File: config.mk
export PLATFORM = sky130hd
export DESIGN_NAME = timer_divider_search_flat
export DESIGN_NICKNAME = d
export VERILOG_FILES = /design/src/sv/tds_pkg.sv /design/src/sv/tds_req_if.sv /design/src/sv/tds_res_if.sv /design/src/sv/tds_divider.sv /design/src/sv/tds_seq.sv /design/src/sv/timer_divider_search.sv /design/src/flat_wrapper.sv
export SDC_FILE = /design/constraint.sdc
export NUM_CORES = 1
export LEC_CHECK = 0
export BUFFER_PORTS_ARGS = -buffer_cell sky130_fd_sc_hd__buf_2
export CAP_MARGIN = 40
export CORE_MARGIN = 2
export CORE_UTILIZATION = 35
export CTS_BUF_LIST = sky130_fd_sc_hd__clkbuf_16
export DETAILED_ROUTE_END_ITERATION = 8
export SLEW_MARGIN = 20
export SYNTH_ARGS = -nofsm -noshare
export SYNTH_HDL_FRONTEND = slang
export SYNTH_SLANG_ARGS = --single-unit
File: constraint.sdc
create_clock -name clk -period 5.4 [get_ports clk]
set_input_delay 0.27 -clock clk [delete_from_list [all_inputs] [get_ports clk]]
set_output_delay 0.27 -clock clk [all_outputs]
set_load 0.05 [all_outputs]
File: src/sv/tds_pkg.sv
package tds_pkg;

	// Fixed input clock and count range
	localparam int unsigned INPUT_CLOCK_HZ = 2457600;
	localparam int unsigned MAX_COUNT      = 255;
	localparam int unsigned PRESC_N        = 7;

	// Payload widths
	localparam int unsigned TARGET_W = 16;
	localparam int unsigned FREQ_W   = 16;
	localparam int unsigned SEL_W    = 3;
	localparam int unsigned CNT_W    = 8;

	// Prescaled clock width; the smallest prescaler (4) gives the largest base
	localparam int unsigned BASE_W = $clog2(INPUT_CLOCK_HZ / 4 + 1);
	// Error width, one bit of headroom so the all-ones start value beats nothing
	localparam int unsigned ERR_W  = ((BASE_W > TARGET_W) ? BASE_W : TARGET_W) + 1;
	// Divider step counter
	localparam int unsigned STEP_W = $clog2(BASE_W + 1);

	// Prescaled clock per select code minus one (codes 1..7 = /4,/10,/16,/50,/64,/100,/200)
	localparam logic [BASE_W-1:0] BASE_TAB [PRESC_N] = '{
		BASE_W'(INPUT_CLOCK_HZ / 4),
		BASE_W'(INPUT_CLOCK_HZ / 10),
		BASE_W'(INPUT_CLOCK_HZ / 16),
		BASE_W'(INPUT_CLOCK_HZ / 50),
		BASE_W'(INPUT_CLOCK_HZ / 64),
		BASE_W'(INPUT_CLOCK_HZ / 100),
		BASE_W'(INPUT_CLOCK_HZ / 200)
	};

	localparam logic [SEL_W-1:0] SEL_FIRST = SEL_W'(PRESC_N);
	localparam logic [SEL_W-1:0] SEL_LAST  = SEL_W'(1);
	localparam logic [CNT_W-1:0] CNT_FIRST = CNT_W'(1);
	localparam logic [CNT_W-1:0] CNT_LAST  = CNT_W'(MAX_COUNT);

	typedef enum logic [1:0] {
		S_IDLE,
		S_START,
		S_DIV,
		S_DONE
	} seq_state_t;

	typedef struct packed {
		logic              start;
		logic [BASE_W-1:0] dividend;
		logic [CNT_W-1:0]  divisor;
	} div_req_t;

	typedef struct packed {
		logic              done;
		logic [BASE_W-1:0] quotient;
	} div_rsp_t;

endpackage

File: src/sv/tds_req_if.sv
interface tds_req_if;
	import tds_pkg::*;

	logic                valid;
	logic                ready;
	logic [TARGET_W-1:0] target_hz;

	modport source (output valid, output target_hz, input ready);
	modport sink   (input valid, input target_hz, output ready);
endinterface

File: src/sv/tds_res_if.sv
interface tds_res_if;
	import tds_pkg::*;

	logic              valid;
	logic              ready;
	logic [FREQ_W-1:0] achieved_hz;
	logic [SEL_W-1:0]  prescale_select;
	logic [CNT_W-1:0]  count_value;

	modport source (output valid, output achieved_hz, output prescale_select,
		output count_value, input ready);
	modport sink   (input valid, input achieved_hz, input prescale_select,
		input count_value, output ready);
endinterface

File: src/sv/tds_divider.sv
module tds_divider (
	input  logic              clk,
	input  logic              arst_n,
	input  tds_pkg::div_req_t req,
	output tds_pkg::div_rsp_t rsp
);
	import tds_pkg::*;

	// Restoring divider, one quotient bit per cycle
	logic [BASE_W-1:0] quo_q;
	logic [CNT_W-1:0]  rem_q;
	logic [CNT_W-1:0]  dvs_q;
	logic [STEP_W-1:0] step_q;
	logic              busy_q;
	logic              done_q;

	logic [CNT_W:0] trial;
	logic           fits;
	logic [CNT_W:0] trial_sub;

	always_comb begin
		trial     = {rem_q, quo_q[BASE_W-1]};
		fits      = (trial >= {1'b0, dvs_q});
		trial_sub = trial - {1'b0, dvs_q};
	end

	always_ff @(posedge clk or negedge arst_n) begin
		if (!arst_n) begin
			busy_q <= 1'b0;
			done_q <= 1'b0;
			step_q <= '0;
		end else begin
			done_q <= 1'b0;
			if (req.start) begin
				busy_q <= 1'b1;
				step_q <= STEP_W'(BASE_W);
			end else if (busy_q) begin
				step_q <= step_q - STEP_W'(1);
				if (step_q == STEP_W'(1)) begin
					busy_q <= 1'b0;
					done_q <= 1'b1;
				end
			end
		end
	end

	always_ff @(posedge clk) begin
		if (req.start) begin
			quo_q <= req.dividend;
			rem_q <= '0;
			dvs_q <= req.divisor;
		end else if (busy_q) begin
			rem_q <= fits ? trial_sub[CNT_W-1:0] : trial[CNT_W-1:0];
			quo_q <= {quo_q[BASE_W-2:0], fits};
		end
	end

	assign rsp.done     = done_q;
	assign rsp.quotient = quo_q;

endmodule

File: src/sv/tds_seq.sv
module tds_seq (
	input  logic              clk,
	input  logic              arst_n,
	tds_req_if.sink           request,
	tds_res_if.source         result,
	output tds_pkg::div_req_t div_req,
	input  tds_pkg::div_rsp_t div_rsp
);
	import tds_pkg::*;

	seq_state_t state_q, state_d;

	logic [TARGET_W-1:0] target_q;
	logic [SEL_W-1:0]    sel_q;
	logic [CNT_W-1:0]    cnt_q;
	logic [ERR_W-1:0]    best_err_q;
	logic [BASE_W-1:0]   best_f_q;
	logic [SEL_W-1:0]    best_sel_q;
	logic [CNT_W-1:0]    best_cnt_q;

	logic              res_valid_q;
	logic [FREQ_W-1:0] res_f_q;
	logic [SEL_W-1:0]  res_sel_q;
	logic [CNT_W-1:0]  res_cnt_q;

	logic [SEL_W-1:0] sel_idx;
	logic [ERR_W-1:0] f_ext;
	logic [ERR_W-1:0] t_ext;
	logic [ERR_W-1:0] err;
	logic             below;
	logic             better;
	logic             stop;
	logic             last_cand;
	logic             res_free;

	// Candidate evaluation on the divider's finishing cycle
	always_comb begin
		sel_idx   = sel_q - SEL_W'(1);
		f_ext     = ERR_W'(div_rsp.quotient);
		t_ext     = ERR_W'(target_q);
		below     = (f_ext < t_ext);
		err       = below ? (t_ext - f_ext) : (f_ext - t_ext);
		better    = (err < best_err_q);
		stop      = below || (cnt_q == CNT_LAST);
		last_cand = stop && (sel_q == SEL_LAST);
		res_free  = !res_valid_q || result.ready;
	end

	always_comb begin
		state_d = state_q;
		unique case (state_q)
			S_IDLE:  if (request.valid) state_d = S_START;
			S_START: state_d = S_DIV;
			S_DIV: begin
				if (div_rsp.done) state_d = last_cand ? S_DONE : S_START;
			end
			S_DONE:  if (res_free) state_d = S_IDLE;
			default: state_d = S_IDLE;
		endcase
	end

	always_comb begin
		request.ready    = (state_q == S_IDLE);
		div_req.start    = (state_q == S_START);
		div_req.dividend = BASE_TAB[sel_idx];
		div_req.divisor  = cnt_q;
	end

	always_ff @(posedge clk or negedge arst_n) begin
		if (!arst_n) begin
			state_q     <= S_IDLE;
			res_valid_q <= 1'b0;
		end else begin
			state_q <= state_d;
			if (state_q == S_DONE && res_free) begin
				res_valid_q <= 1'b1;
			end else if (result.ready) begin
				res_valid_q <= 1'b0;
			end
		end
	end

	always_ff @(posedge clk) begin
		if (state_q == S_IDLE && request.valid) begin
			target_q   <= request.target_hz;
			sel_q      <= SEL_FIRST;
			cnt_q      <= CNT_FIRST;
			best_err_q <= '1;
		end else if (state_q == S_DIV && div_rsp.done) begin
			if (better) begin
				best_err_q <= err;
				best_f_q   <= div_rsp.quotient;
				best_sel_q <= sel_q;
				best_cnt_q <= cnt_q;
			end
			if (stop) begin
				sel_q <= sel_q - SEL_W'(1);
				cnt_q <= CNT_FIRST;
			end else begin
				cnt_q <= cnt_q + CNT_W'(1);
			end
		end
		if (state_q == S_DONE && res_free) begin
			res_f_q   <= FREQ_W'(best_f_q);
			res_sel_q <= best_sel_q;
			res_cnt_q <= best_cnt_q;
		end
	end

	assign result.valid           = res_valid_q;
	assign result.achieved_hz     = res_f_q;
	assign result.prescale_select = res_sel_q;
	assign result.count_value     = res_cnt_q;

endmodule

File: src/sv/timer_divider_search.sv
// Channel  | Dir | Payload                                      | Handshake
// request  | in  | target_hz[15:0]                              | valid/ready
// result   | out | achieved_hz[15:0] prescale_select[2:0]       | valid/ready
//          |     | count_value[7:0]                             |
//
// One transaction at a time. Each candidate takes a start, BASE_W divider
// steps at one quotient bit each and an evaluation, BASE_W = 20 here; a
// search is 7 to 7 x 255 candidates, run on the single shared restoring
// divider. Reset clears the sequencer and the result valid flag only;
// there is no state held between transactions. The result sits in an
// output register, so a new request is taken while the previous result
// waits; a stalled result only holds the sequencer at its final step.
module timer_divider_search (
	input  logic clk,
	input  logic arst_n,
	tds_req_if.sink   request,
	tds_res_if.source result
);
	import tds_pkg::*;

	// Divider handshake between the sequencer and the shared divide unit
	div_req_t div_req;
	div_rsp_t div_rsp;

	// Sequencer: walks prescalers 200 down to 4 and counts 1 upwards, keeps
	// the best candidate on a strictly smaller error, cuts a prescaler's
	// count run short once a frequency drops below the target.
	tds_seq u_seq (
		.clk     (clk),
		.arst_n  (arst_n),
		.request (request),
		.result  (result),
		.div_req (div_req),
		.div_rsp (div_rsp)
	);

	// Shared divider: prescaled clock / count, truncated.
	tds_divider u_divider (
		.clk    (clk),
		.arst_n (arst_n),
		.req    (div_req),
		.rsp    (div_rsp)
	);

endmodule

File: src/flat_wrapper.sv
// flat-port wrapper written by rule: the top's interface ports become plain ports
module timer_divider_search_flat import tds_pkg::*;
  (clk, arst_n, request_valid, request_target_hz, request_ready, result_valid, result_achieved_hz, result_prescale_select, result_count_value, result_ready);
  tds_req_if request_i ();
  tds_res_if result_i ();
  input  logic clk;
  input  logic arst_n;
  input wire logic [$bits(request_i.valid)-1:0] request_valid;
  input wire logic [$bits(request_i.target_hz)-1:0] request_target_hz;
  output wire logic [$bits(request_i.ready)-1:0] request_ready;
  output wire logic [$bits(result_i.valid)-1:0] result_valid;
  output wire logic [$bits(result_i.achieved_hz)-1:0] result_achieved_hz;
  output wire logic [$bits(result_i.prescale_select)-1:0] result_prescale_select;
  output wire logic [$bits(result_i.count_value)-1:0] result_count_value;
  input wire logic [$bits(result_i.ready)-1:0] result_ready;
  assign request_i.valid = request_valid;
  assign request_i.target_hz = request_target_hz;
  assign request_ready = request_i.ready;
  assign result_valid = result_i.valid;
  assign result_achieved_hz = result_i.achieved_hz;
  assign result_prescale_select = result_i.prescale_select;
  assign result_count_value = result_i.count_value;
  assign result_i.ready = result_ready;
  timer_divider_search u_core (.clk(clk), .arst_n(arst_n), .request(request_i), .result(result_i));
endmodule
==> results.md <==
* Status: finished clean
* Post-CTS Setup Bufs at 0
* Leak Pwr at 0.00404 uW
* Area occupied by multi-input gates at 3580 um2
* PwrDens at 613 nW/um2
* Worst path max stage delay at 0.43 ns
* DR WL met2 at 7900 um
* # diodes at 0
* Top area cells in the synthesized netlist: edfxtp_1, ha_1, dfxtp_1, a21oi_1, inv_1
* Cells after synthesis at 771
* Relative slew margins at 49.0%
* First-pass GRT wire length at 29400 um
* Post-synth ARST share at 6.76%
* Vias in the first global route at 5494
* Clock slew at reported path FFs at 0.06 ns
* Net Switching at 2400 uW
* Comb pwr share at 48.3%
* CP bufs+invs at 4
* Area grow syn2layout at 15.4%
* Area leader, netlist: edfxtp_1
* Tot Pwr at 5670 uW
* Number of buffers created by CTS at 17
* CORE AREA at 22600 um2
* Worst-path maximum fanout at 20
* Drt first pass iters at 6
* WL per Instance at 16.1 um
* Fin crit period at 4.95 ns
* Vias per cell at 5.15
* Root Driver: clkbuf_16
* Pint at 3260 uW
* Mapped Area at 8000 um2
* Final Setup Violations at 0
* IO Port Bufs at 48
* Worst Path Arrival at 5.05 ns
* Clk Latency, worst-skew pair at 0.43 ns
* Initial antenna violation count at 0
* Crit end category: flop
* Synth top area share at 36.8%
* Critical-path cell list: inv_1 -> ha_1 -> inv_1 -> fa_1 -> a21o_1 -> a221oi_1 -> o21ai_1 -> a21oi_1 -> o21ai_1 -> o31a_1 -> or3_1 -> ha_1 -> and4_1 -> nor4bb_1 -> a222oi_1 -> nand4_1 -> inv_1 -> buf_4
* Drt total wl at 18200 um
* Gpl congestion at 0.899
* Vias at 5812
* Sink Count at 148
* Slew Limit Fails at 0
* Sw frac at 42.4%
* Worst Hold Class: in -> reg
* Tot GR Track Use at 15.6%
* Max cap viols at 0
* Dpl ws at 0.440 ns
* Clk pwr share at 20.4%
* Setup TNS at 0 ns
* Final period util at 91.6%
* IO Pins at 49
* Critical path launch point type: flop
* Layout net count at 921
* Die area at 24100 um2
* Worst clock skew at 0.0136 ns
* DR top layer: met4
* Final WS setup at 0.453 ns
* Htree depth at 4
* Synthesis-stage register bit count at 148
* Mean Syn Cell Area at 10.4 um2
* Required time of the critical path at 5.50 ns
* FMAX at 0.202 GHz
* Clock Path Buffers at 2
* Die Span X at 155 um
* Post-DRT Antenna Nets at 0
* Met1 wire length at 9150 um
* Final hold vios at 0
* Register area at 3990 um2
* WL met3 at 827 um
* Most frequent CP cell: inv_1
* Fraction of the yosys area taken by sequential cells at 49.9%
* Post-route DRC at 0
* Seq pwr share at 31.3%
* Die height at 155 um
* Syn Nets at 862
* Ys flop type: edfxtp_1
* Largest net degree at the start of global routing at 29
* Count leader, synth: edfxtp_1
* Layout cells sized above 1 at 13.0%
* Peak supply drop at 257 uV
* CTS tree: done
* Syn. warnings at 0
* Row count at 55
* Detailed Place HPWL at 13100 um
* Slew @ Worst Pin at 0.763 ns
* Synth cell count leaders: edfxtp_1, inv_1, ha_1
* Initial Utilization at 35.5%
* Crit path kind: reg -> reg
* DR iter-0 viols at 366
* Grt ovf at 0
* Fillers at 2167
* RSZ-0062 raised after global routing: false
* Worst path top cell family by delay: compound AO/OA/AOI/OAI gates
* Slowest-stage cell, CP: edfxtp_1
* EDFF count, synth at 98
* Count of cell types in the netlist at 64
-- power groups by stage --
| stage | sequential [uW] | clock [uW] | combinational (uW) |
|---|---|---|---|
| floorplan | 1840 | 0 | 1950 |
| finish | 1780 | 1150 | 2740 |
| detailed placement | 1800 | 0 | 2680 |
| global route | 1810 | 1230 | 3060 |
| global placement | 1790 | 0 | 2670 |
| CTS | 1770 | 1180 | 2720 |
-- registers in the layout (all words and copies together), names as in the netlist, 8 cells and up --
name	cells
u_core.u_divider.dvs_q	8
u_core.u_divider.quo_q	20
u_core.u_divider.rem_q	8
u_core.u_seq.best_cnt_q	8
u_core.u_seq.best_err_q	21
u_core.u_seq.best_f_q	16
u_core.u_seq.cnt_q	8
u_core.u_seq.result.achieved_hz	16
u_core.u_seq.result.count_value	8
u_core.u_seq.target_q	16
-- placed cells by master, fill, tap and decap left out, drive strengths merged, types with 18 or more instances in the layout --
cell,count
ha,68
inv,92
nand2,47
mux2i,20
a21oi,62
o21ai,51
edfxtp,98
dfxtp,40
nand3,19
buf,62
clkbuf,18
xnor2,21
nor2,63
-- what timing repair did --
action / 4_1_cts / 5_1_grt
setup endpoints to repair: 0 / 25
hold buffers: 6 / 0
hold endpoints to repair: 15 / 0
resized for setup: 0 / 1
-- layout make-up --
class	instances	area share [%]
inverters	84	3.41
repair buffers	68	4.55
flip-flops and latches	148	43.2
multi-input cells	511	38.8
clock buffers	18	4.88
well taps	285	3.86
clock inverters	14	1.31
-- logic make-up after synthesis --
family	Yosys count	share of synthesized area (%)
AND/OR/NAND/NOR	196	11.8
AO/OA/AOI/OAI	185	14.5
flip-flops	148	49.9
buffers and inverters	112	5.44
adder cells (fa/ha/maj)	71	11.4
XOR/XNOR	33	3.61
multiplexers	26	3.35
-- metal layers --
layer,GRT usage (%),up-vias
met3,2.90,21
met2,23.0,146
met5,0,-
met4,5.72,0
met1,22.7,2783
li1,-,2862
-- path summary, 6_finish.rpt --
check / end / cells past startpoint / startpoint / slack [ns]
worst min-delay path: u_core.u_seq.target_q[6]$_DFFE_PP_ / 1 / request_target_hz[6] / 0.01
worst min register to register: u_core.u_seq.result.achieved_hz[10]$_DFFE_PP_ / 0 / u_core.u_seq.best_f_q[10]$_DFFE_PP_ / 0.41
max in group asynchronous: u_core.u_divider.done_q$_DFF_PN0_ / 2 / arst_n / 4.98
worst max-delay path: u_core.u_seq.best_sel_q[1]$_DFFE_PP_ / 18 / u_core.u_divider.quo_q[0]$_SDFFCE_PP0P_ / 0.45
worst max register to register: u_core.u_seq.best_sel_q[1]$_DFFE_PP_ / 18 / u_core.u_divider.quo_q[0]$_SDFFCE_PP0P_ / 0.45
min in group asynchronous: u_core.u_divider.step_q[2]$_DFFE_PN0P_ / 2 / arst_n / 0.23
-- per-stage QoR --
stage               hold WS [ns]  instances  cell area (um2)  util [%]
global placement           0.142       1087             8560      37.9
detailed placement         0.142       1090             8600      38.1
finish                    0.0144       1128             9240      40.9
floorplan                -0.0256        771             8000         -
CTS                      0.00209       1128             9230      40.9
global route             0.00351       1128             9240      40.9
Power figures use the tool's default switching activity.
